--- src/sv/fse_pkg.sv ---
`timescale 1ns / 1ps
`default_nettype none
// Shared types and constants for the edge-replicating FIR smoothing filter.
// No dependencies; every other file of the block imports this package.

package fse_pkg;

	localparam int SMP_W     = 16;
	localparam int COEF_W    = 16;
	localparam int PROD_W    = SMP_W + COEF_W;
	localparam int PSUM_W    = PROD_W + 1;
	localparam int SUM_W     = 34;
	localparam int NUM_COEF  = 7;
	localparam int CENTRE    = 3;
	localparam int CFG_IDX_W = 3;

	typedef logic signed [SMP_W-1:0]  smp_t;
	typedef logic signed [COEF_W-1:0] coef_t;
	typedef logic signed [PROD_W-1:0] prod_t;
	typedef logic signed [PSUM_W-1:0] psum_t;
	typedef logic signed [SUM_W-1:0]  sum_t;
	typedef logic [CFG_IDX_W-1:0]     cfg_idx_t;

	// Weights after reset, oldest tap first
	localparam coef_t COEF_RESET [NUM_COEF] = '{
		16'sd1966, 16'sd1999, 16'sd7930, 16'sd12550, 16'sd7930, 16'sd1999, 16'sd1966
	};

	// Shift request from the sequencer to the row of cells
	typedef struct packed {
		logic shift;
		logic fill;
		smp_t x;
	} evt_t;

	// Tag riding along with the products of one window
	typedef struct packed {
		logic valid;
		logic last;
	} tag_t;

endpackage

`default_nettype wire

--- src/sv/fse_out_if.sv ---
`timescale 1ns / 1ps
`default_nettype none
// Result channel: valid/ready handshake carrying one smoothed value and its end flag.
// Depends on fse_pkg.

interface fse_out_if import fse_pkg::*; ();
	logic valid;
	logic ready;
	sum_t smoothed;
	logic stream_end;

	modport source(output valid, output smoothed, output stream_end, input ready);
	modport sink(input valid, input smoothed, input stream_end, output ready);
endinterface

`default_nettype wire

--- src/sv/fse_sum.sv ---
`timescale 1ns / 1ps
`default_nettype none
// Registered adder tree over the tap products and the result register.
// Depends on fse_pkg, fse_out_if.

module fse_sum import fse_pkg::*; #(
	parameter int N = 7
) (
	input  logic  clk,
	input  logic  arst_n,
	input  prod_t prods_s1 [N],
	input  tag_t  tag_s1,
	output logic  adv1,
	fse_out_if.source results
);

	localparam int NP = (N + 1) / 2;

	psum_t pair   [NP];
	psum_t psum_s2 [NP];
	tag_t  tag_s2;
	sum_t  total;
	sum_t  sum_s3;
	tag_t  tag_s3;
	logic  en2;
	logic  en3;

	// A stage moves when it is empty or the next one moves
	assign en3  = !tag_s3.valid || results.ready;
	assign en2  = !tag_s2.valid || en3;
	assign adv1 = !tag_s1.valid || en2;

	// Add neighbouring products in pairs
	for (genvar i = 0; i < NP; i++) begin : g_pair
		if (2 * i + 1 < N) begin : g_two
			assign pair[i] = PSUM_W'(prods_s1[2*i]) + PSUM_W'(prods_s1[2*i+1]);
		end else begin : g_one
			assign pair[i] = PSUM_W'(prods_s1[2*i]);
		end
	end

	// Add the pair sums
	always_comb begin
		total = '0;
		for (int i = 0; i < NP; i++) begin
			total = total + SUM_W'(psum_s2[i]);
		end
	end

	always_ff @(posedge clk) begin
		if (en2) begin
			psum_s2 <= pair;
		end
		if (en3) begin
			sum_s3 <= total;
		end
	end

	always_ff @(posedge clk or negedge arst_n) begin
		if (!arst_n) begin
			tag_s2 <= '0;
			tag_s3 <= '0;
		end else begin
			if (en2) begin
				tag_s2 <= tag_s1;
			end
			if (en3) begin
				tag_s3 <= tag_s2;
			end
		end
	end

	assign results.valid      = tag_s3.valid;
	assign results.smoothed   = sum_s3;
	assign results.stream_end = tag_s3.last;

`ifndef ASSERT_OFF
	a_s1_held_on_stall: assert property (@(posedge clk) disable iff (!arst_n)
		tag_s1.valid && !adv1 |=> tag_s1.valid)
		else $error("first stage dropped a window while stalled");
`endif

endmodule

`default_nettype wire

--- src/flat_wrapper.sv ---
// flat-port wrapper written by rule: the top's interface ports become plain ports
module fse_sum_flat import fse_pkg::*;
#(
	parameter int N = 7
)
  (clk, arst_n, prods_s1, tag_s1, adv1, results_valid, results_smoothed, results_stream_end, results_ready);
  fse_out_if results_i ();
  input  logic clk;
  input  logic arst_n;
  input  prod_t prods_s1[N];
  input  tag_t tag_s1;
  output logic adv1;
  output wire logic [$bits(results_i.valid)-1:0] results_valid;
  output wire logic [$bits(results_i.smoothed)-1:0] results_smoothed;
  output wire logic [$bits(results_i.stream_end)-1:0] results_stream_end;
  input wire logic [$bits(results_i.ready)-1:0] results_ready;
  assign results_valid = results_i.valid;
  assign results_smoothed = results_i.smoothed;
  assign results_stream_end = results_i.stream_end;
  assign results_i.ready = results_ready;
  fse_sum #(.N(N)) u_core (.clk(clk), .arst_n(arst_n), .prods_s1(prods_s1), .tag_s1(tag_s1), .adv1(adv1), .results(results_i));
endmodule
--- config.mk ---
export PLATFORM = sky130hd
export DESIGN_NAME = fse_sum_flat
export DESIGN_NICKNAME = d
export VERILOG_FILES = /design/src/sv/fse_pkg.sv /design/src/sv/fse_out_if.sv /design/src/sv/fse_sum.sv /design/src/flat_wrapper.sv
export SDC_FILE = /design/constraint.sdc
export NUM_CORES = 1
export LEC_CHECK = 0
export BUFFER_PORTS_ARGS = -buffer_cell sky130_fd_sc_hd__clkbuf_2
export CORE_ASPECT_RATIO = 1.4
export CORE_MARGIN = 3
export CORE_UTILIZATION = 32
export CTS_CLUSTER_SIZE = 12
export DETAILED_ROUTE_END_ITERATION = 10
export HOLD_SLACK_MARGIN = 0.05
export MAX_ROUTING_LAYER = met4
export PLACE_DENSITY = 0.62
export SLEW_MARGIN = 20
export SYNTH_ARGS = -nofsm -noshare
export SYNTH_HDL_FRONTEND = slang
export SYNTH_SLANG_ARGS = --single-unit
--- constraint.sdc ---
create_clock -name clk -period 11.3 [get_ports clk]
set_input_delay 2.26 -clock clk [delete_from_list [all_inputs] [get_ports clk]]
set_output_delay 2.26 -clock clk [all_outputs]
set_load 0.005 [all_outputs]
==> qor.csv <==
metric,value,unit
grt_max_degree,78,
ys_types,74,
ff2ff_path_depth,14,
final_max_slew_viol_count,0,
ant_nets,0,
grt_pass1_vias,11100,
r2r-end,u_core.results.smoothed[31],
worst_slew_pin_slew,1.00,ns
power_density,237,mW/mm2
syn-instance-count,1366,
synth_fp_nets,1793,
grt_pass1_wl,59.1,mm
postSynthAreaPerCell,10.1,um2
p_comb_frac,0.582,
yosysWarnings,0,
r2r_slack,6.96,ns
numCtsBuffers,17,
arrival,2.90,ns
hold_buffers,0,
cts_tree,built,
drive_gt1_frac,0.189,
cts_resized,0,
die_h,251,um
timing.rr.start,u_core.psum_s2[67],
cp-end-kind,primary output,
setup_viol,0,
first_pass_iters,5,
fmax,194,MHz
core,0.0423,mm2
root_buffer,clkbuf_16,
yosysSeqAreaShare,0.368,
crit_type,in -> out,
drt_iter0_markers,554,
routed_via_density,4.94,
clk_latency,0.45,ns
yosys.area.top_type,edfxtp_1,
final.setup.tns,0,ns
finish.utilization,0.384,
startpoint_type,input port,
final_hold_viol_count,0,
hpwl,32.6,mm
rsz0062_at_grt,false,
leakagePower,0.00761,uW
synth_commonest_cells,"inv_1 (213), edfxtp_1 (165), ha_1 (129)",
startpoint,results_ready,
outcome,completed,
nNetsFinal,2055,
clk_path_buf_depth,2,
area_delta_synth_final,18.3,%
rows,89,
fin_cells,2188,
min_path_type,reg -> reg,
drc,0,
synth.most_common_cell,inv_1,
place.gp.congestion,0.898,
p_int,2230,uW
post-cts-setup-buffers,0,
cts.clk_slew.worst_paths,0.07,ns
ys_ff_latch,169,
maxCapViolCount,0,
p_sw,1620,uW
antenna_found_initial,1,
start_util,0.324,
finalPower,3850,uW
fin_crit,5.16,ns
synth-edff-count,165,
num_vias,10800,
overflow,0,
cts_sinks,169,
cp.required,9.04,ns
io_pins,266,
worst-path-max-fanout,4,
dieArea,0.0455,mm2
clkPwrFrac,0.149,
swShare,0.422,
wl_per_cell,17.5,um
async_flop_share,0.0237,
ir_drop,0.125,mV
cts_max_level,4,
synth-main-ff-cell,edfxtp_1,
finClkSkew,0.0115,ns
grt.total_usage,0.171,
dp.cells,2155,
die-width,181,um
netlist_top_cells_area,"edfxtp_1 (36%), ha_1 (12%), fa_1 (10%)",
p_seq_frac,0.269,
wirelength,38.3,mm
crit_end,adv1,
min_from,u_core.tag_s2[0],
port-buffer-count,265,
syn-cell-area,0.0137,mm2
yosysTopAreaCellShare,0.361,
post-route-period-util,0.457,
slew_headroom,0.322,
per-layer routing:
layer  vias to the layer above  global-route usage  wire length (um)  share of wire
met1                      5109               0.195             15600           0.41
met5                         -                   -                 0              0
met3                        57              0.0198              1120          0.029
li1                       5393                   -                 -              -
met2                       248               0.305             20200           0.53
met4                         0              0.0730              1360          0.035
registers in the layout, summed over array words and instances (netlist names):
signal                     flops
u_core.psum_s2               131
u_core.results.smoothed       34
u_core.tag_s2                  2
u_core.results.stream_end      1
u_core.results.valid           1
per-stage QoR:
stage	setup slack [ns]	area, um2	hold WS, ns
final	6.14	16200	0.496
after global routing	5.96	16200	0.542
after CTS	6.13	16200	0.512
after detailed placement	5.75	15700	0.495
after global placement	5.82	15700	0.453
after floorplan	5.41	13700	0.442
power groups by stage:
stage / logic, uW / clock network (uW) / registers [uW]
5_1_grt: 2550 / 617 / 1050
6_report: 2240 / 574 / 1040
3_5_place_dp: 2240 / 0 / 1050
4_1_cts: 2250 / 594 / 1040
2_1_floorplan: 1680 / 0 / 1040
3_3_place_gp: 2200 / 0 / 1050
critical path: stages:
cell and delay (ns):
clkbuf_2 0.08, nor2b_1 0.31, nand3_1 0.12, clkbuf_2 0.12
kinds of logic after synthesis:
group / after synthesis / synth area share
compound gates: 381 / 0.179
xor+xnor: 112 / 0.0714
fa+ha+maj: 198 / 0.218
buf+inv: 237 / 0.0655
flops: 169 / 0.368
mux: 3 / 0.00228
simple gates: 266 / 0.0951
layout make-up:
class	count	area, um2
Antenna cell	1	2.50
Clock buffer	17	425
Clock inverter	15	153
Fill cell	4286	26100
Inverter	213	800
Multi-Input combinational cell	960	7780
Sequential cell	169	5050
Tap cell	546	683
Timing Repair Buffer	267	1340
how the worst min path moves through the flow:
stage                                           end  depth (start not counted)  slack, ns
after floorplan           u_core.results.stream_end                          2       0.44
after detailed placement  u_core.results.stream_end                          2       0.49
after global routing      u_core.results.stream_end                          2       0.54
after CTS                 u_core.results.stream_end                          2       0.51
final                     u_core.results.stream_end                          2       0.50
after global placement    u_core.results.stream_end                          2       0.45
layout by cell type, fill, tap and decap left out, drive strengths merged, types with 4 or more instances in the layout:
master and count:
a2111oi 8, a211o 6, a211oi 14, a21boi 5
a21o 54, a21oi 121, a311oi 4, a31oi 13
a41oi 4, and2 9, and3 12, and4 4
clkbuf 282, clkinv 6, dfrtp 4, edfxtp 165
fa 69, ha 129, inv 221, nand2 86
nand2b 4, nand3 32, nand4 21, nor2 47
nor2b 10, nor3 16, nor4 5, o211ai 13
o21a 18, o21ai 67, o21bai 16, o22ai 4
o31ai 5, o41ai 4, or2 4, or3 5
xnor2 65, xor2 47
Power figures use the tool's default switching activity.
