--- src/sv/fse_pkg.sv ---
`timescale 1ns / 1ps
`default_nettype none
// Shared types and constants for the edge-replicating FIR smoothing filter.
// No dependencies; every other file of the block imports this package.

package fse_pkg;

	localparam int SMP_W     = 16;
	localparam int COEF_W    = 16;
	localparam int PROD_W    = SMP_W + COEF_W;
	localparam int PSUM_W    = PROD_W + 1;
	localparam int SUM_W     = 34;
	localparam int NUM_COEF  = 7;
	localparam int CENTRE    = 3;
	localparam int CFG_IDX_W = 3;

	typedef logic signed [SMP_W-1:0]  smp_t;
	typedef logic signed [COEF_W-1:0] coef_t;
	typedef logic signed [PROD_W-1:0] prod_t;
	typedef logic signed [PSUM_W-1:0] psum_t;
	typedef logic signed [SUM_W-1:0]  sum_t;
	typedef logic [CFG_IDX_W-1:0]     cfg_idx_t;

	// Weights after reset, oldest tap first
	localparam coef_t COEF_RESET [NUM_COEF] = '{
		16'sd1966, 16'sd1999, 16'sd7930, 16'sd12550, 16'sd7930, 16'sd1999, 16'sd1966
	};

	// Shift request from the sequencer to the row of cells
	typedef struct packed {
		logic shift;
		logic fill;
		smp_t x;
	} evt_t;

	// Tag riding along with the products of one window
	typedef struct packed {
		logic valid;
		logic last;
	} tag_t;

endpackage

`default_nettype wire

--- src/sv/fse_cell.sv ---
`timescale 1ns / 1ps
`default_nettype none
// One delay-line cell: holds a sample, shifts from its right neighbour and
// registers the sample times its weight. Depends on fse_pkg.

module fse_cell import fse_pkg::*; (
	input  logic  clk,
	input  evt_t  evt,
	input  logic  adv,
	input  smp_t  nbr,
	input  coef_t coef,
	output smp_t  smp,
	output prod_t prod_s1
);

	smp_t smp_q;
	smp_t operand;

	// The first sample of a stream stands in for every older position
	assign operand = evt.fill ? evt.x : smp_q;
	assign smp     = smp_q;

	// Advance the delay line on every shift request
	always_ff @(posedge clk) begin
		if (evt.shift) begin
			smp_q <= evt.fill ? evt.x : nbr;
		end
	end

	// Register the tap product when the first stage moves
	always_ff @(posedge clk) begin
		if (adv) begin
			prod_s1 <= operand * coef;
		end
	end

endmodule

`default_nettype wire

--- config.mk ---
export PLATFORM = sky130hd
export DESIGN_NAME = fse_cell
export DESIGN_NICKNAME = d
export VERILOG_FILES = /design/src/sv/fse_pkg.sv /design/src/sv/fse_cell.sv
export SDC_FILE = /design/constraint.sdc
export NUM_CORES = 1
export LEC_CHECK = 0
export BUFFER_PORTS_ARGS = -buffer_cell sky130_fd_sc_hd__buf_2
export CORE_MARGIN = 8
export CORE_UTILIZATION = 24
export DETAILED_ROUTE_END_ITERATION = 10
export GPL_TIMING_DRIVEN = 0
export PLACE_DENSITY = 0.36
export SYNTH_ARGS = -nofsm -noshare
export SYNTH_HDL_FRONTEND = slang
export SYNTH_SLANG_ARGS = --single-unit
--- constraint.sdc ---
create_clock -name clk -period 6.3 [get_ports clk]
set_input_delay 0.63 -clock clk [delete_from_list [all_inputs] [get_ports clk]]
set_output_delay 0.63 -clock clk [all_outputs]
set_load 0.02 [all_outputs]
==> impl_metrics.csv, run 1 <==
group,metric,value,unit
yosys,yosys_warnings,0,
floorplan,floorplan.initialDensity,0.242,
global_route,grt_first_pass_wirelength,58900,um
yosys,synth-async-reset-ratio,0,
worst_setup_path,timing.critical_path.from_type,"input pin",
sta,relSlewSlack,0.435,
global_route,grt_overflow,0,
cts,worst_setup_hold_path_clk_slew,70,ps
cts,tritoncts,"yes",
cts,clockRootBuffer,"sky130_fd_sc_hd__clkbuf_16",
worst_setup_path,worst-setup-path-type,"in2reg",
sta,finClkSkew,11.8,ps
final_layout,flow.area_growth_from_synthesis,24.3,%
worst_setup_path,r2r_start,"smp[6]$_DFFE_PP_",
yosys,synthesis.nets,1635,
final_layout,antenna_cells_inserted,0,
yosys,synth_cell_area,11800,um^2
route,route.detailed.drc,0,
floorplan,fp.dieW,238,um
worst_setup_path,ff2ff_setup_slack,190,ps
route,dr_wl_cell,18.4,um
floorplan,core_area,48800,um^2
sta,post-route-min-period,6160,ps
yosys,synth-main-ff-cell,"sky130_fd_sc_hd__edfxtp_1",
final_layout,layout_common_cells,"309 x sky130_fd_sc_hd__inv_1, 247 x sky130_fd_sc_hd__fa_1, 132 x sky130_fd_sc_hd__nand2_1",
yosys,postSynthCellCount,1239,
yosys,synth_enable_flop_cells,48,
worst_setup_path,cp_cell_sequence,"clkbuf_16 > o21ai_4 > clkbuf_16 > buf_8 > nand2_1 > fa_1 > inv_2 > fa_1 > fa_1 > fa_1 > fa_1 > inv_1 > fa_1 > inv_1 > ha_4 > buf_6 > nand4_1 > inv_1 > a21oi_2 > or2_4 > nand4_1 > a2111o_1 > o311ai_2",
final_layout,filler_cell_count_in_the_final_layout,5284,
run_status,result_of_the_run,"completed",
final_layout,layout-drive-gt1-share,0.220,
hold_path,holdCritPathClass,"in2reg",
final_layout,post-route-util,0.301,
route,via_per_inst,4.24,
global_route,grt_use_total,0.137,
yosys,synth.lib_cells_used.distinct,57,
final_layout,seq_area,1440,um^2
worst_setup_path,timing.critical_path.arrival,6290,ps
worst_setup_path,required_time_at_the_worst_slack_endpoint,6420,ps
cts,clock_tree.htree_level_count,2,
cts,worst_skew_pair.late_latency,310,ps
route,routed-via-count,8761,
sta,timing.fmax,162,MHz
placed_design,io_buffer_count,98,
global_route,grt_pass1_vias,9876,
placed_design,gpl.final_weighted_congestion,0.774,
cts,clock_sinks,48,
sta,period_share,0.979,
worst_setup_path,critical-path-top-cell-by-count,"sky130_fd_sc_hd__fa_1",
final_layout,area_of_the_multi_input_gates,9610,um^2
yosys,syn_area_per_cell,9.55,um^2
route,ant_nets,0,
sta,tightestPinTransition,847,ps
cts,clk_path_buf_depth,2,
yosys,synth_seq_area_share,0.122,
cts,cts_made_buffers,5,
yosys,ys_ff_latch,48,
worst_setup_path,worst_path_max_delay_cell,"sky130_fd_sc_hd__fa_1",
route,drt-initial-drc-count,404,
sta,final_hold_viol_count,0,
final_layout,nNetsFinal,1797,
placed_design,dp.final_hpwl,31900,um
floorplan,ioPinCount,100,
final_layout,final_common_cell,"sky130_fd_sc_hd__inv_1",
worst_setup_path,timing.rr.end,"prod_s1[30]$_DFFE_PP_",
route,drt_wl_total,38000,um
run,maxCapViolations,0,
floorplan,die_area,56600,um^2
worst_setup_path,cp_max_fo,7,
route,drt_pass1_iterations,4,
sta,final-setup-viol-count,0,
worst_setup_path,worstSetupEndpointType,"flop",
floorplan,die_y,238,um
floorplan,placementRows,81,
worst_setup_path,crit_path_end,"prod_s1[30]$_DFFE_PP_",
sta,rsz0062_at_grt,"true",
global_route,grt_antenna_before_repair,1,
worst_setup_path,setup.worst_path.start,"evt[16]",
global_route,maximum_number_of_pins_on_one_net_before_global_route_repair,33,
worst_setup_path,ff2ff_path_depth,23,
worst_setup_path,crit_path_max_incr_delay,550,ps
sta,finalMaxSlewViolations,0,
cts,cts.hold.buffers_added,0,
-- metal layers --
metal / track usage / part of all wire
met1: 0.172 / 0.42
met4: 0.0234 / 0.018
met3: 0.0138 / 0.028
met5: 0 / 0
met2: 0.253 / 0.53
-- layout make-up --
cell class,instances,share of cell area
clock buffer,5,0.00851
buffer,36,0.0275
clock inverter,3,0.00315
tap,664,0.0565
multi-input combinational,827,0.654
inverter,323,0.0825
timing repair buffer,160,0.0701
sequential,48,0.0981
-- logic make-up after synthesis --
family,share of synthesized area
xor+xnor,0.0237
mux,0.00264
buf+inv,0.116
compound gates,0.0620
fa+ha+maj,0.530
simple gates,0.144
flops,0.122
-- how the worst min path moves through the flow --
| stage | slack (ps) | cells past startpoint | from | endpoint |
|---|---|---|---|---|
| 6_report | 630 | 2 | nbr[0] | smp[0]$_DFFE_PP_ |
| 5_1_grt | 620 | 2 | nbr[0] | smp[0]$_DFFE_PP_ |
| 4_1_cts | 630 | 2 | nbr[0] | smp[0]$_DFFE_PP_ |
| 3_5_place_dp | 940 | 3 | evt[13] | smp[13]$_DFFE_PP_ |
| 3_3_place_gp | 940 | 3 | evt[4] | smp[4]$_DFFE_PP_ |
| 2_1_floorplan | 740 | 0 | adv | prod_s1[0]$_DFFE_PP_ |
-- cell usage after synthesis (all sizes together) (2+ instances only) --
| cell | number | area [um^2] |
|---|---|---|
| inv | 323 | 1210 |
| fa | 262 | 5250 |
| nand2 | 149 | 564 |
| and2 | 111 | 694 |
| ha | 82 | 1030 |
| edfxtp | 48 | 1440 |
| o21ai | 41 | 213 |
| clkbuf | 36 | 135 |
| a21oi | 26 | 138 |
| nor2 | 25 | 93.8 |
| xnor2 | 23 | 201 |
| nor2b | 16 | 100 |
| xor2 | 9 | 78.8 |
| a21o | 7 | 52.6 |
| nor4 | 7 | 71.3 |
| nand2b | 6 | 37.5 |
| nor3 | 6 | 30.0 |
| buf | 5 | 25.0 |
| nand3 | 5 | 25.0 |
| nand4 | 5 | 31.3 |
| o211ai | 5 | 42.5 |
| a31oi | 4 | 25.0 |
| a2111oi | 3 | 26.3 |
| and3 | 3 | 18.8 |
| o21a | 3 | 22.5 |
| o21bai | 3 | 22.5 |
| o311ai | 3 | 33.8 |
| a211oi | 2 | 20.0 |
| mux2i | 2 | 20.0 |
| o2111ai | 2 | 23.8 |
| o211a | 2 | 20.0 |
| or2 | 2 | 12.5 |
-- critical path: cells and delay by family --
| family | cells | cell delay, ps |
|---|---|---|
| AND/OR/NAND/NOR | 4 | 580 |
| AO/OA/AOI/OAI | 4 | 1000 |
| adder cells (fa/ha/maj) | 7 | 3240 |
| buffers and inverters | 8 | 810 |
-- flip-flops by register name (all words and copies together) (netlist names) --
name     flops
prod_s1     32
smp         16
-- repair_timing --
item                                    4_1_cts  5_1_grt
endpoints found under the setup margin       23       13
cloned                                        3        1
gates resized for setup                     141       92
pin swaps                                    42       56
buffers inserted                             34       21
-- metrics by stage --
stage	hold WS [ps]	cell area, um^2	setup WS [ps]	instances	setup TNS, ps
4_1_cts	627	14300	1.28	2046	0
5_1_grt	618	14700	-80.4	2066	-318
6_report	632	14700	135	2066	0
3_5_place_dp	938	13200	-1970	2004	-30620
3_3_place_gp	937	13200	-2150	2001	-38610
2_1_floorplan	742	11900	10.2	1239	0
Power of run 1 is left out: the tool's default activity adds up to more than one toggle a clock period on the data nets, which glitch-free logic cannot reach.
==> run 2: changes to the inputs <==
- CORE_ASPECT_RATIO: default -> 0.7
==> impl_metrics.csv, run 2 (same netlist as run 1, synthesis figures left out) <==
group,metric,value,unit
route,dr_wl_cell,19.3,um
sta,rsz0062_at_grt,"true",
cts,clock_sinks,48,
final_layout,final_common_cell,"sky130_fd_sc_hd__inv_1",
worst_setup_path,required_time_at_the_worst_slack_endpoint,6370,ps
cts,clk_path_buf_depth,2,
cts,cts.hold.buffers_added,0,
sta,final-setup-viol-count,0,
cts,cts_made_buffers,5,
run,maxCapViolations,0,
final_layout,area_of_the_multi_input_gates,9620,um^2
run_status,result_of_the_run,"completed",
floorplan,placementRows,68,
sta,final_hold_viol_count,0,
route,drt-initial-drc-count,471,
final_layout,nNetsFinal,1812,
worst_setup_path,worstSetupEndpointType,"flop",
global_route,grt_overflow,0,
placed_design,dp.final_hpwl,33300,um
worst_setup_path,timing.critical_path.arrival,6310,ps
floorplan,die_area,56800,um^2
sta,finalMaxSlewViolations,0,
cts,clock_tree.htree_level_count,2,
sta,finClkSkew,8.95,ps
route,route.detailed.drc,0,
cts,tritoncts,"yes",
route,routed-via-count,8601,
final_layout,layout_common_cells,"306 x sky130_fd_sc_hd__inv_1, 244 x sky130_fd_sc_hd__fa_1, 135 x sky130_fd_sc_hd__nand2_1",
hold_path,holdCritPathClass,"in2reg",
sta,tightestPinTransition,752,ps
route,via_per_inst,4.13,
sta,period_share,0.991,
global_route,maximum_number_of_pins_on_one_net_before_global_route_repair,33,
route,drt_pass1_iterations,5,
floorplan,die_y,202,um
floorplan,floorplan.initialDensity,0.241,
global_route,grt_use_total,0.149,
floorplan,core_area,49000,um^2
route,drt_wl_total,40300,um
cts,clockRootBuffer,"sky130_fd_sc_hd__clkbuf_16",
sta,relSlewSlack,0.498,
worst_setup_path,worst-setup-path-type,"in2reg",
global_route,grt_first_pass_wirelength,63100,um
route,ant_nets,0,
worst_setup_path,cp_max_fo,5,
final_layout,flow.area_growth_from_synthesis,25.7,%
final_layout,layout-drive-gt1-share,0.235,
floorplan,fp.dieW,281,um
placed_design,io_buffer_count,98,
final_layout,largest-register,"prod_s1",
final_layout,postLayoutCellArea,14900,um^2
placed_design,placed_cell_areas,13200,um^2
sta,timing.fmax,160,MHz
floorplan,ioPinCount,100,
cts,worst_setup_hold_path_clk_slew,70,ps
final_layout,filler_cell_count_in_the_final_layout,5267,
worst_setup_path,timing.critical_path.from_type,"input pin",
final_layout,seq_area,1440,um^2
global_route,grt_antenna_before_repair,1,
sta,post-route-min-period,6240,ps
cts,worst_skew_pair.late_latency,330,ps
global_route,grt_pass1_vias,9603,
final_layout,largest_reg_flops,32,
placed_design,gpl.final_weighted_congestion,0.826,
## run 2: cell types whose count changed in the layout (fill, tap and decap cells not counted), moves of 3 or more
cell / delta
sky130_fd_sc_hd__inv_1: -3
sky130_fd_sc_hd__fa_1: -3
sky130_fd_sc_hd__buf_8: -4
sky130_fd_sc_hd__fa_2: +3
sky130_fd_sc_hd__inv_2: +3
sky130_fd_sc_hd__clkbuf_8: +5
sky130_fd_sc_hd__nand2_1: +3
sky130_fd_sc_hd__clkbuf_16: +3
sky130_fd_sc_hd__nand2_4: -4
sky130_fd_sc_hd__buf_4: +15
## run 2: layer usage
layer  track usage  vias up  part of all wire
li1              -     4058                 -
met1         0.240     4381              0.54
met2         0.199      146              0.39
met3        0.0310       16             0.053
met4        0.0260        0             0.012
met5             0        -                 0
## run 2: critical path: stages
cell	delay, ps
sky130_fd_sc_hd__clkbuf_16	150
sky130_fd_sc_hd__clkbuf_16	160
sky130_fd_sc_hd__nand2_4	60
sky130_fd_sc_hd__o21ai_4	100
sky130_fd_sc_hd__buf_6	160
sky130_fd_sc_hd__and2_4	150
sky130_fd_sc_hd__fa_1	520
sky130_fd_sc_hd__inv_2	40
sky130_fd_sc_hd__fa_2	530
sky130_fd_sc_hd__fa_1	430
sky130_fd_sc_hd__inv_2	70
sky130_fd_sc_hd__fa_1	440
sky130_fd_sc_hd__fa_1	530
sky130_fd_sc_hd__inv_2	50
sky130_fd_sc_hd__fa_2	630
sky130_fd_sc_hd__inv_2	70
sky130_fd_sc_hd__ha_4	250
sky130_fd_sc_hd__buf_12	130
sky130_fd_sc_hd__a21oi_4	170
sky130_fd_sc_hd__o2111ai_2	160
sky130_fd_sc_hd__a21oi_4	220
sky130_fd_sc_hd__o21ai_4	110
sky130_fd_sc_hd__o31ai_4	240
sky130_fd_sc_hd__nand2_1	120
sky130_fd_sc_hd__xor2_1	150
## run 2: area by class of cell
type | count | area share
Sequential cell | 48 | 0.0969
Timing Repair Buffer | 173 | 0.0774
Inverter | 323 | 0.0815
Buffer | 38 | 0.0297
Clock buffer | 5 | 0.00841
Tap cell | 665 | 0.0559
Clock inverter | 3 | 0.00311
Multi-Input combinational cell | 827 | 0.647
Antenna cell | 1 | 0.000168
## run 2: path summary, 6_finish.rpt
check | to | cells past startpoint | start | slack [ps]
worst max-delay path | prod_s1[27]$_DFFE_PP_ | 25 | evt[16] | 60
worst min-delay path | smp[0]$_DFFE_PP_ | 2 | nbr[0] | 610
worst min register to register | prod_s1[0]$_DFFE_PP_ | 3 | smp[0]$_DFFE_PP_ | 980
worst max register to register | prod_s1[27]$_DFFE_PP_ | 22 | smp[12]$_DFFE_PP_ | 110
## run 2: through the flow
stage                      util  setup slack [ps]  instances  setup TNS (ps)  hold WS (ps)
after detailed placement  0.269             -1900       2005          -32510           944
after global placement    0.269             -2120       2002          -37990           934
after global routing      0.304              -143       2083            -602           602
after CTS                 0.292             0.428       2048               0           591
final                     0.304              59.1       2083               0           613
after floorplan               -              10.2       1239               0           742
## run 2: what timing repair did
item                       in CTS  in global routing
buffers inserted               34                 33
pin swaps                      50                 50
gates cloned                    3                  2
setup endpoints to repair      24                 17
gates resized for setup       154                 87
Power of run 2 is left out for the same reason.
