$ cat src/sv/fse_pkg.sv
`timescale 1ns / 1ps
`default_nettype none
// Shared types and constants for the edge-replicating FIR smoothing filter.
// No dependencies; every other file of the block imports this package.

package fse_pkg;

	localparam int SMP_W     = 16;
	localparam int COEF_W    = 16;
	localparam int PROD_W    = SMP_W + COEF_W;
	localparam int PSUM_W    = PROD_W + 1;
	localparam int SUM_W     = 34;
	localparam int NUM_COEF  = 7;
	localparam int CENTRE    = 3;
	localparam int CFG_IDX_W = 3;

	typedef logic signed [SMP_W-1:0]  smp_t;
	typedef logic signed [COEF_W-1:0] coef_t;
	typedef logic signed [PROD_W-1:0] prod_t;
	typedef logic signed [PSUM_W-1:0] psum_t;
	typedef logic signed [SUM_W-1:0]  sum_t;
	typedef logic [CFG_IDX_W-1:0]     cfg_idx_t;

	// Weights after reset, oldest tap first
	localparam coef_t COEF_RESET [NUM_COEF] = '{
		16'sd1966, 16'sd1999, 16'sd7930, 16'sd12550, 16'sd7930, 16'sd1999, 16'sd1966
	};

	// Shift request from the sequencer to the row of cells
	typedef struct packed {
		logic shift;
		logic fill;
		smp_t x;
	} evt_t;

	// Tag riding along with the products of one window
	typedef struct packed {
		logic valid;
		logic last;
	} tag_t;

endpackage

`default_nettype wire

$ cat src/sv/fse_in_if.sv
`timescale 1ns / 1ps
`default_nettype none
// Sample channel: valid/ready handshake carrying one sample and its end flag.
// Depends on fse_pkg.

interface fse_in_if import fse_pkg::*; ();
	logic valid;
	logic ready;
	smp_t sample;
	logic final_sample;

	modport source(output valid, output sample, output final_sample, input ready);
	modport sink(input valid, input sample, input final_sample, output ready);
endinterface

`default_nettype wire

$ cat src/sv/fse_seq.sv
`timescale 1ns / 1ps
`default_nettype none
// Stream sequencer: takes samples, fills the delay line on a stream's first
// sample and issues the right-hand flush requests. Depends on fse_pkg, fse_in_if.

module fse_seq import fse_pkg::*; #(
	parameter int HALF = 3
) (
	input  logic clk,
	input  logic arst_n,
	fse_in_if.sink samples,
	input  logic adv1,
	output evt_t evt,
	output tag_t tag_s1
);

	localparam int CW = $clog2(HALF + 2);

	typedef enum logic [2:0] {
		ST_IDLE  = 3'b001,
		ST_RUN   = 3'b010,
		ST_FLUSH = 3'b100
	} state_t;

	state_t        state_q;
	logic [CW-1:0] seen_q;
	logic [CW-1:0] t_q;
	logic [CW-1:0] first_q;
	smp_t          x_q;
	tag_t          tag_q;

	logic          acc;
	logic          fl_ev;
	logic [CW-1:0] seen_base;
	logic [CW-1:0] seen_new;
	logic [CW-1:0] first_n;
	logic          emit_n;
	logic          fl_emit;
	logic          fl_last;

	assign samples.ready = adv1 && (state_q != ST_FLUSH);
	assign acc           = samples.valid && samples.ready;
	assign fl_ev         = (state_q == ST_FLUSH) && adv1;

	// Count samples of the open stream, saturating one past the half window
	assign seen_base = (state_q == ST_RUN) ? seen_q : '0;
	assign seen_new  = (seen_base > CW'(HALF)) ? seen_base : seen_base + CW'(1);
	assign emit_n    = (seen_new > CW'(HALF));
	assign first_n   = CW'(HALF + 1) - seen_new;
	assign fl_emit   = (t_q >= first_q);
	assign fl_last   = (t_q == CW'(HALF));

	assign evt.shift = acc || fl_ev;
	assign evt.fill  = acc && (state_q != ST_RUN);
	assign evt.x     = (state_q == ST_FLUSH) ? x_q : samples.sample;
	assign tag_s1    = tag_q;

	// Step the stream state
	always_ff @(posedge clk or negedge arst_n) begin
		if (!arst_n) begin
			state_q <= ST_IDLE;
			seen_q  <= '0;
			t_q     <= '0;
			first_q <= '0;
		end else begin
			unique case (state_q)
				ST_IDLE, ST_RUN: begin
					if (acc) begin
						seen_q <= seen_new;
						if (samples.final_sample) begin
							state_q <= ST_FLUSH;
							t_q     <= CW'(1);
							first_q <= first_n;
						end else begin
							state_q <= ST_RUN;
						end
					end
				end
				ST_FLUSH: begin
					if (fl_ev) begin
						if (fl_last) begin
							state_q <= ST_IDLE;
						end else begin
							t_q <= t_q + CW'(1);
						end
					end
				end
				default: begin
					state_q <= ST_IDLE;
				end
			endcase
		end
	end

	// Hold the last sample for the flush
	always_ff @(posedge clk) begin
		if (acc) begin
			x_q <= samples.sample;
		end
	end

	// Tag the window entering the first stage
	always_ff @(posedge clk or negedge arst_n) begin
		if (!arst_n) begin
			tag_q <= '0;
		end else if (adv1) begin
			tag_q.valid <= (acc && emit_n) || (fl_ev && fl_emit);
			tag_q.last  <= fl_ev && fl_last;
		end
	end

`ifndef ASSERT_OFF
	a_final_starts_flush: assert property (@(posedge clk) disable iff (!arst_n)
		acc && samples.final_sample |=> state_q == ST_FLUSH)
		else $error("final sample did not start the flush");

	a_last_is_valid: assert property (@(posedge clk) disable iff (!arst_n)
		tag_q.last |-> tag_q.valid)
		else $error("stream end tagged on an empty slot");

	a_flush_step_range: assert property (@(posedge clk) disable iff (!arst_n)
		state_q == ST_FLUSH |-> t_q >= CW'(1) && t_q <= CW'(HALF))
		else $error("flush step out of range");
`endif

endmodule

`default_nettype wire

$ cat src/flat_wrapper.sv
// flat-port wrapper written by rule: the top's interface ports become plain ports
module fse_seq_flat import fse_pkg::*;
#(
	parameter int HALF = 3
)
  (clk, arst_n, adv1, evt, tag_s1, samples_valid, samples_sample, samples_final_sample, samples_ready);
  fse_in_if samples_i ();
  input  logic clk;
  input  logic arst_n;
  input  logic adv1;
  output evt_t evt;
  output tag_t tag_s1;
  input wire logic [$bits(samples_i.valid)-1:0] samples_valid;
  input wire logic [$bits(samples_i.sample)-1:0] samples_sample;
  input wire logic [$bits(samples_i.final_sample)-1:0] samples_final_sample;
  output wire logic [$bits(samples_i.ready)-1:0] samples_ready;
  assign samples_i.valid = samples_valid;
  assign samples_i.sample = samples_sample;
  assign samples_i.final_sample = samples_final_sample;
  assign samples_ready = samples_i.ready;
  fse_seq #(.HALF(HALF)) u_core (.clk(clk), .arst_n(arst_n), .samples(samples_i), .adv1(adv1), .evt(evt), .tag_s1(tag_s1));
endmodule
$ cat config.mk
export PLATFORM = sky130hd
export DESIGN_NAME = fse_seq_flat
export DESIGN_NICKNAME = d
export VERILOG_FILES = /design/src/sv/fse_pkg.sv /design/src/sv/fse_in_if.sv /design/src/sv/fse_seq.sv /design/src/flat_wrapper.sv
export SDC_FILE = /design/constraint.sdc
export NUM_CORES = 1
export LEC_CHECK = 0
export BUFFER_PORTS_ARGS = -buffer_cell sky130_fd_sc_hd__buf_4
export CAP_MARGIN = 15
export CORE_ASPECT_RATIO = 0.8
export CORE_MARGIN = 4
export CORE_UTILIZATION = 55
export DETAILED_ROUTE_END_ITERATION = 7
export MAX_ROUTING_LAYER = met4
export PLACE_DENSITY = 0.8
export SLEW_MARGIN = 20
export SYNTH_ARGS = -nofsm -noshare
export SYNTH_HDL_FRONTEND = slang
export SYNTH_SLANG_ARGS = --single-unit
export TNS_END_PERCENT = 10
$ cat constraint.sdc
create_clock -name clk -period 6.8 [get_ports clk]
set_clock_uncertainty 0.1 [all_clocks]
set_input_delay 1.36 -clock clk [delete_from_list [all_inputs] [get_ports clk]]
set_output_delay 1.36 -clock clk [all_outputs]
set_load 0.03 [all_outputs]
==> results of run 1 <==
==> final timing paths <==
check                             startpoint           endpoint  slack (ns)  cells past startpoint
max in group asynchronous             arst_n  u_core.state_q[0]        5.54                      1
max reg2reg                u_core.state_q[0]   u_core.tag_s1[1]        4.44                     10
max                        u_core.state_q[2]             evt[7]        3.26                      4
min                         u_core.tag_s1[1]   u_core.tag_s1[1]        0.42                      2
min in group asynchronous             arst_n   u_core.tag_s1[1]        0.82                      1
min reg2reg                 u_core.tag_s1[1]   u_core.tag_s1[1]        0.42                      2
==> through the flow <==
| step | setup WS [ns] | area (um^2) | power [uW] |
|---|---|---|---|
| floorplan | 3.09 | 1620 | 253 |
| global placement | 3.44 | 1960 | 280 |
| detailed placement | 3.43 | 1960 | 282 |
| CTS | 3.26 | 2040 | 416 |
| global route | 3.11 | 2040 | 432 |
| finish | 3.26 | 2040 | 413 |
==> power by group through the flow <==
stage | sequential [uW] | combinational (uW) | clock [uW]
final | 207 | 71.2 | 135
after floorplan | 210 | 43.4 | 0
after global placement | 211 | 69.5 | 0
after CTS | 207 | 71.8 | 137
after detailed placement | 211 | 71.4 | 0
after global routing | 208 | 78.0 | 145
==> metal layers <==
| metal | track usage [%] | vias to the layer above |
|---|---|---|
| met5 | - | - |
| met4 | 7.78 | 0 |
| met3 | 6.80 | 6 |
| met2 | 30.7 | 53 |
| met1 | 24.8 | 576 |
| li1 | - | 580 |
==> layout make-up <==
type	instances	share of cell area (%)
multi-input combinational	93	35.3
tap	38	2.33
clock buffer	6	3.56
sequential	30	40.8
timing repair buffer	43	15.8
inverter	10	1.84
clock inverter	2	0.429
==> flip-flops by register name, summed over array words and instances, names as in the netlist <==
| register | count |
|---|---|
| u_core.x_q | 16 |
| u_core.first_q | 3 |
| u_core.seen_q | 3 |
| u_core.state_q | 3 |
| u_core.t_q | 3 |
| u_core.tag_s1 | 2 |
==> cell families (layout without fill, tap and decap cells) <==
kind of cell	count (synthesis)	in the layout
and+or+nand+nor	41	41
muxes	19	19
AOI/OAI and AO/OA	22	22
DFF	30	30
xor gates and xnor gates	2	2
adders and majority gates	9	9
buffers and inverters	14	61
==> cell usage after synthesis, drive strengths merged, types with 2 or more instances <==
master / number
dfrtp: 13
mux2: 18
o21ai: 10
a21oi: 6
buf: 4
and4b: 2
nor3b: 3
edfxtp: 16
and2b: 3
nand2: 12
nor2: 7
a31oi: 2
ha: 9
nand3: 5
nor2b: 3
inv: 10
==> worst max-delay path, stage by stage, from the launching register on <==
cell,delay (ns)
dfrtp_1,0.47
nor3b_2,0.44
buf_4,0.35
mux2_2,0.37
buf_4,0.17
==> metrics.md, run 1 <==
| Metric | Value |
|---|---|
| Worst path required time | 5.34 ns |
| WL/cell | 15.3 um |
| Post-route insts no fill | 222 |
| Seq/Total Area, Yosys | 51.2% |
| Peak supply drop | 0.150 mV |
| DIE AREA | 3890 um^2 |
| Synth top area cells | edfxtp_1, dfrtp_1, mux2_2 |
| Crit. End Element | output pin |
| EDFF count, synth | 16 |
| Overflow after GRT | 0 |
| GRT Resource Usage Total | 20.3% |
| # port buffers | 41 |
| HP Class | flip-flop to flip-flop |
| Metal-1 WL | 1.38 mm |
| Final Hold Viols | 0 |
| Area delta synth->final | 25.7% |
| Fillers | 191 |
| Htree depth | 2 |
| Starting DRT DRC Count | 91 |
| Post-Synthesis Cells | 137 |
| Net Switching | 110 uW |
| Multi-input logic area | 719 um^2 |
| Synth Area in Compound Gates | 8.24% |
| Slew headroom | 71.4% |
| Sequential Area | 832 um^2 |
| Die H | 56.6 um |
| Max-Cap Viols | 0 |
| Post-DRT Antenna Nets | 0 |
| Clk_lat worst skew | 0.28 ns |
| Clock power frac | 32.6% |
| Setup bufs post-CTS | 0 |
| Asr flop ratio synth | 46.7% |
| Worst path arrival time | 2.08 ns |
| Combinational share of power | 17.2% |
| Yosys top cell by area | edfxtp_1 |
| Ant. Diodes | 0 |
| Pwr Density | 203 nW/um^2 |
| Mean post-synth cell area | 11.9 um^2 |
| Post-synthesis adder-cell area fraction | 6.93% |
| Tmin final | 3.54 ns |
| Top-area cell type share of the netlist area | 29.6% |
| Setup Total Neg Slack | 0 ns |
| RSZ-0062 raised after global routing | false |
| Mapped Area | 1620 um^2 |
| Clock tree buffer depth | 2 |
| Post-Syn Nets | 167 |
| Post-layout util | 73.2% |
| CTS Buf Count | 5 |
| DP HPWL | 2.54 mm |
| Hold slack | 0.423 ns |
| Final net count | 213 |
| Most used DFF post-synth | edfxtp_1 |
| Final setup vio count | 0 |
| First-pass GRT wire length | 5.69 mm |
| Most common cell after layout, fill and taps aside | buf_4 |
| Fmax | 283 MHz |
| Final RePlAce weighted congestion | 0.891 |
| WL met3 | 277 um |
| Final period util | 52.0% |
| Hold buffer count at cts | 0 |
| CP Max Fanout | 18 |
| Vias per cell | 5.47 |
| Ports | 42 |
| Die X-Extent | 68.8 um |
| CTS tree | done |
| Int Power | 304 uW |
| Drt first pass iters | 4 |
| Remaining DRCs | 0 |
| Reg clk slew, reported paths | 0.06 ns |
| Worst Tran Pin Value | 0.427 ns |
| Total core area | 2790 um^2 |
| Commonest cells after routing, fill and taps aside | buf_4, mux2_2, edfxtp_1, dfrtp_1 |
| Startpoint Class | flip-flop |
| Row cnt | 17 |
| Max layer used | met4 |
| CTS resizes | 0 |
| Final WL | 3.40 mm |
| Status | finished clean |
| Largest family of logic cells by synthesized area | simple AND/OR/NAND/NOR gates |
| Clock sink count | 30 |
| Met2 Routed Length | 1.70 mm |
| Register share of total power | 50.2% |
| Vias | 1,215 |
| Root Buffer | clkbuf_8 |
| Mux cell area share after synthesis | 13.3% |
| Simple-gate portion of the synthesized area | 14.7% |
| FF+latch count, synth | 30 |
| Number of synthesis warnings | 0 |
| Setup CP Type | flip-flop to output pin |
| Vias in the first global route | 1,273 |
| Initial antenna violation count | 0 |
| Xor and xnor area share after synthesis | 1.08% |
| Max Slew Vio Count | 0 |
| Cell variety after synth | 41 |
| Sw frac | 26.6% |
| Starting Density | 58.3% |
| Layout cells sized above 1 | 40.2% |
| Leakage | 0.000919 uW |
| Placed insts | 214 |
| Largest net degree at the start of global routing | 19 |
No activity file was read; power rests on OpenSTA's default activity.
==> run 2: changes to the inputs <==
ABC_AREA = 1   (was default)
CORE_UTILIZATION = 47   (was 55)
PLACE_DENSITY = 0.72   (was 0.8)
clock period = 2.9 ns   (was 6.8 ns; I/O delays follow)
==> metrics.md, run 2 <==
| Metric | Value |
|---|---|
| Root Buffer | clkbuf_8 |
| Clock sink count | 30 |
| Reg clk slew, reported paths | 0.06 ns |
| Layout cells sized above 1 | 27.7% |
| Area delta synth->final | 25.4% |
| Overflow after GRT | 0 |
| Cell variety after synth | 24 |
| Die H | 60.6 um |
| HP Class | primary input to async pin |
| Row cnt | 18 |
| Clock tree buffer depth | 2 |
| Pwr Density | 740 nW/um^2 |
| CTS Buf Count | 5 |
| Max incr delay on CP | 0.42 ns |
| Number of synthesis warnings | 0 |
| Max stage delay cell, worst path | dfrtp_1 |
| Max Slew Vio Count | 0 |
| Starting DRT DRC Count | 68 |
| Status | finished clean |
| Mapped Area | 1630 um^2 |
| CP Buf/Inv Count | 2 |
| Vias | 1,319 |
| Remaining DRCs | 0 |
| RR Startpoint | u_core.state_q[0] |
| Int Power | 918 uW |
| Post-Synthesis Cells | 185 |
| Die X-Extent | 73.8 um |
| Final net count | 260 |
| Slew headroom | 55.3% |
| Starting Density | 50.9% |
| Crit. End Element | output pin |
| Tmin final | 2.46 ns |
| CP dominant cell by count | nand2_1 |
| Slack of the worst reg-to-reg path | 0.73 ns |
| FF+latch count, synth | 30 |
| Initial antenna violation count | 0 |
| WL/cell | 13.2 um |
| Leakage | 0.00102 uW |
| CP Max Fanout | 21 |
| Setup bufs post-CTS | 0 |
| # port buffers | 41 |
| Post-Syn Nets | 215 |
| Most numerous cell in the Yosys netlist | nand2_1 |
| DP HPWL | 2.85 mm |
| Most common cell after layout, fill and taps aside | nand2_1 |
| Asr flop ratio synth | 46.7% |
| Mean post-synth cell area | 8.80 um^2 |
| Setup Total Neg Slack | 0 ns |
| CTS resizes | 0 |
| Drt first pass iters | 4 |
| RSZ-0062 raised after global routing | false |
| Setup CP Type | flip-flop to output pin |
| Worst r2r dst | u_core.x_q[6] |
| Final period util | 85.0% |
| Top-area cell type share of the netlist area | 29.5% |
| Ports | 42 |
| Worst path required time | 2.22 ns |
| GRT Resource Usage Total | 18.4% |
| Final Hold Viols | 0 |
| EDFF count, synth | 16 |
| Register share of total power | 38.7% |
| Ant. Diodes | 0 |
| First-pass GRT wire length | 6.00 mm |
| Peak supply drop | 0.369 mV |
| Total core area | 3200 um^2 |
| Hold slack | 0.0459 ns |
| Worst path arrival time | 1.78 ns |
| Yosys top cell by area | edfxtp_1 |
| Most used DFF post-synth | edfxtp_1 |
| Post-DRT Antenna Nets | 0 |
| Worst Tran Pin Value | 0.669 ns |
| Clk_lat worst skew | 0.27 ns |
| Crit path from | u_core.state_q[1] |
| Clock power frac | 20.7% |
| Vias in the first global route | 1,400 |
| Final setup vio count | 0 |
| Hold buffer count at cts | 0 |
| DIE AREA | 4470 um^2 |
| Final RePlAce weighted congestion | 0.833 |
| Final WL | 3.56 mm |
| R2R cell count | 4 |
| Htree depth | 2 |
| CTS tree | done |
| Seq/Total Area, Yosys | 51.1% |
| CP delay by family, top | simple AND/OR/NAND/NOR gates |
| Largest net degree at the start of global routing | 22 |
| Register with the most flip-flops | u_core.x_q |
| CP Cell Sequence | nor2_2 -> nand2_2 -> inv_2 -> nand2_1 -> nand2_1 -> buf_4 |
| Combinational share of power | 40.6% |
| Fmax | 406 MHz |
| Sw frac | 39.3% |
| Commonest cells post-synth | nand2_1, inv_1, edfxtp_1, dfrtp_1 |
| Startpoint Class | flip-flop |
| Synth top area cells | edfxtp_1, dfrtp_1, nand2_1 |
| Max reg flops | 16 |
| Commonest cells after routing, fill and taps aside | nand2_1, buf_4, inv_1, edfxtp_1, dfrtp_1 |
| Max-Cap Viols | 0 |
| Net Switching | 594 uW |
| Vias per cell | 4.87 |
## run 2: logic make-up after synthesis
family	count (synthesis)	share of synthesized area, %
xor gates and xnor gates	1	0.538
and+or+nand+nor	101	28.1
AOI/OAI and AO/OA	17	6.30
DFF	30	51.1
buffers and inverters	27	6.99
adders and majority gates	9	6.92
## run 2: worst max path at each step
stage,cells after the start,endpoint
after floorplan,5,samples_ready
after global placement,6,evt[15]
after detailed placement,4,u_core.x_q[5]
after CTS,6,evt[1]
after global routing,6,evt[3]
final,6,evt[9]
## run 2: layout make-up
type / instances / area, um^2
fill: 287 / 1160
sequential: 30 / 832
multi-input combinational: 128 / 682
timing repair buffer: 41 / 308
inverter: 24 / 90.1
clock buffer: 8 / 80.1
tap: 40 / 50.0
## run 2: through the flow
stage | utilization, % | total power, uW | setup WS, ns | cell area, um^2 | instances
CTS | 63.8 | 1530 | 0.421 | 2040 | 271
finish | 63.8 | 1510 | 0.435 | 2040 | 271
global route | 63.8 | 1630 | 0.220 | 2040 | 271
global placement | 61.3 | 1170 | 0.775 | 1960 | 263
detailed placement | 61.3 | 1210 | 0.726 | 1960 | 263
floorplan | - | 1030 | 0.888 | 1630 | 185
## run 2: power by group through the flow
stage          Clock (uW)  Sequential [uW]  Combinational [uW]
4_1_cts               321              584                 621
2_1_floorplan           0              584                 447
3_5_place_dp            0              591                 618
6_report              313              585                 614
3_3_place_gp            0              588                 581
5_1_grt               347              594                 686
## run 2: routing by layer
layer  share of wire, %  GRT usage (%)
met1                 42           21.3
met3                4.9           4.47
met5                  0              -
met4                1.1           6.72
met2                 52           31.3
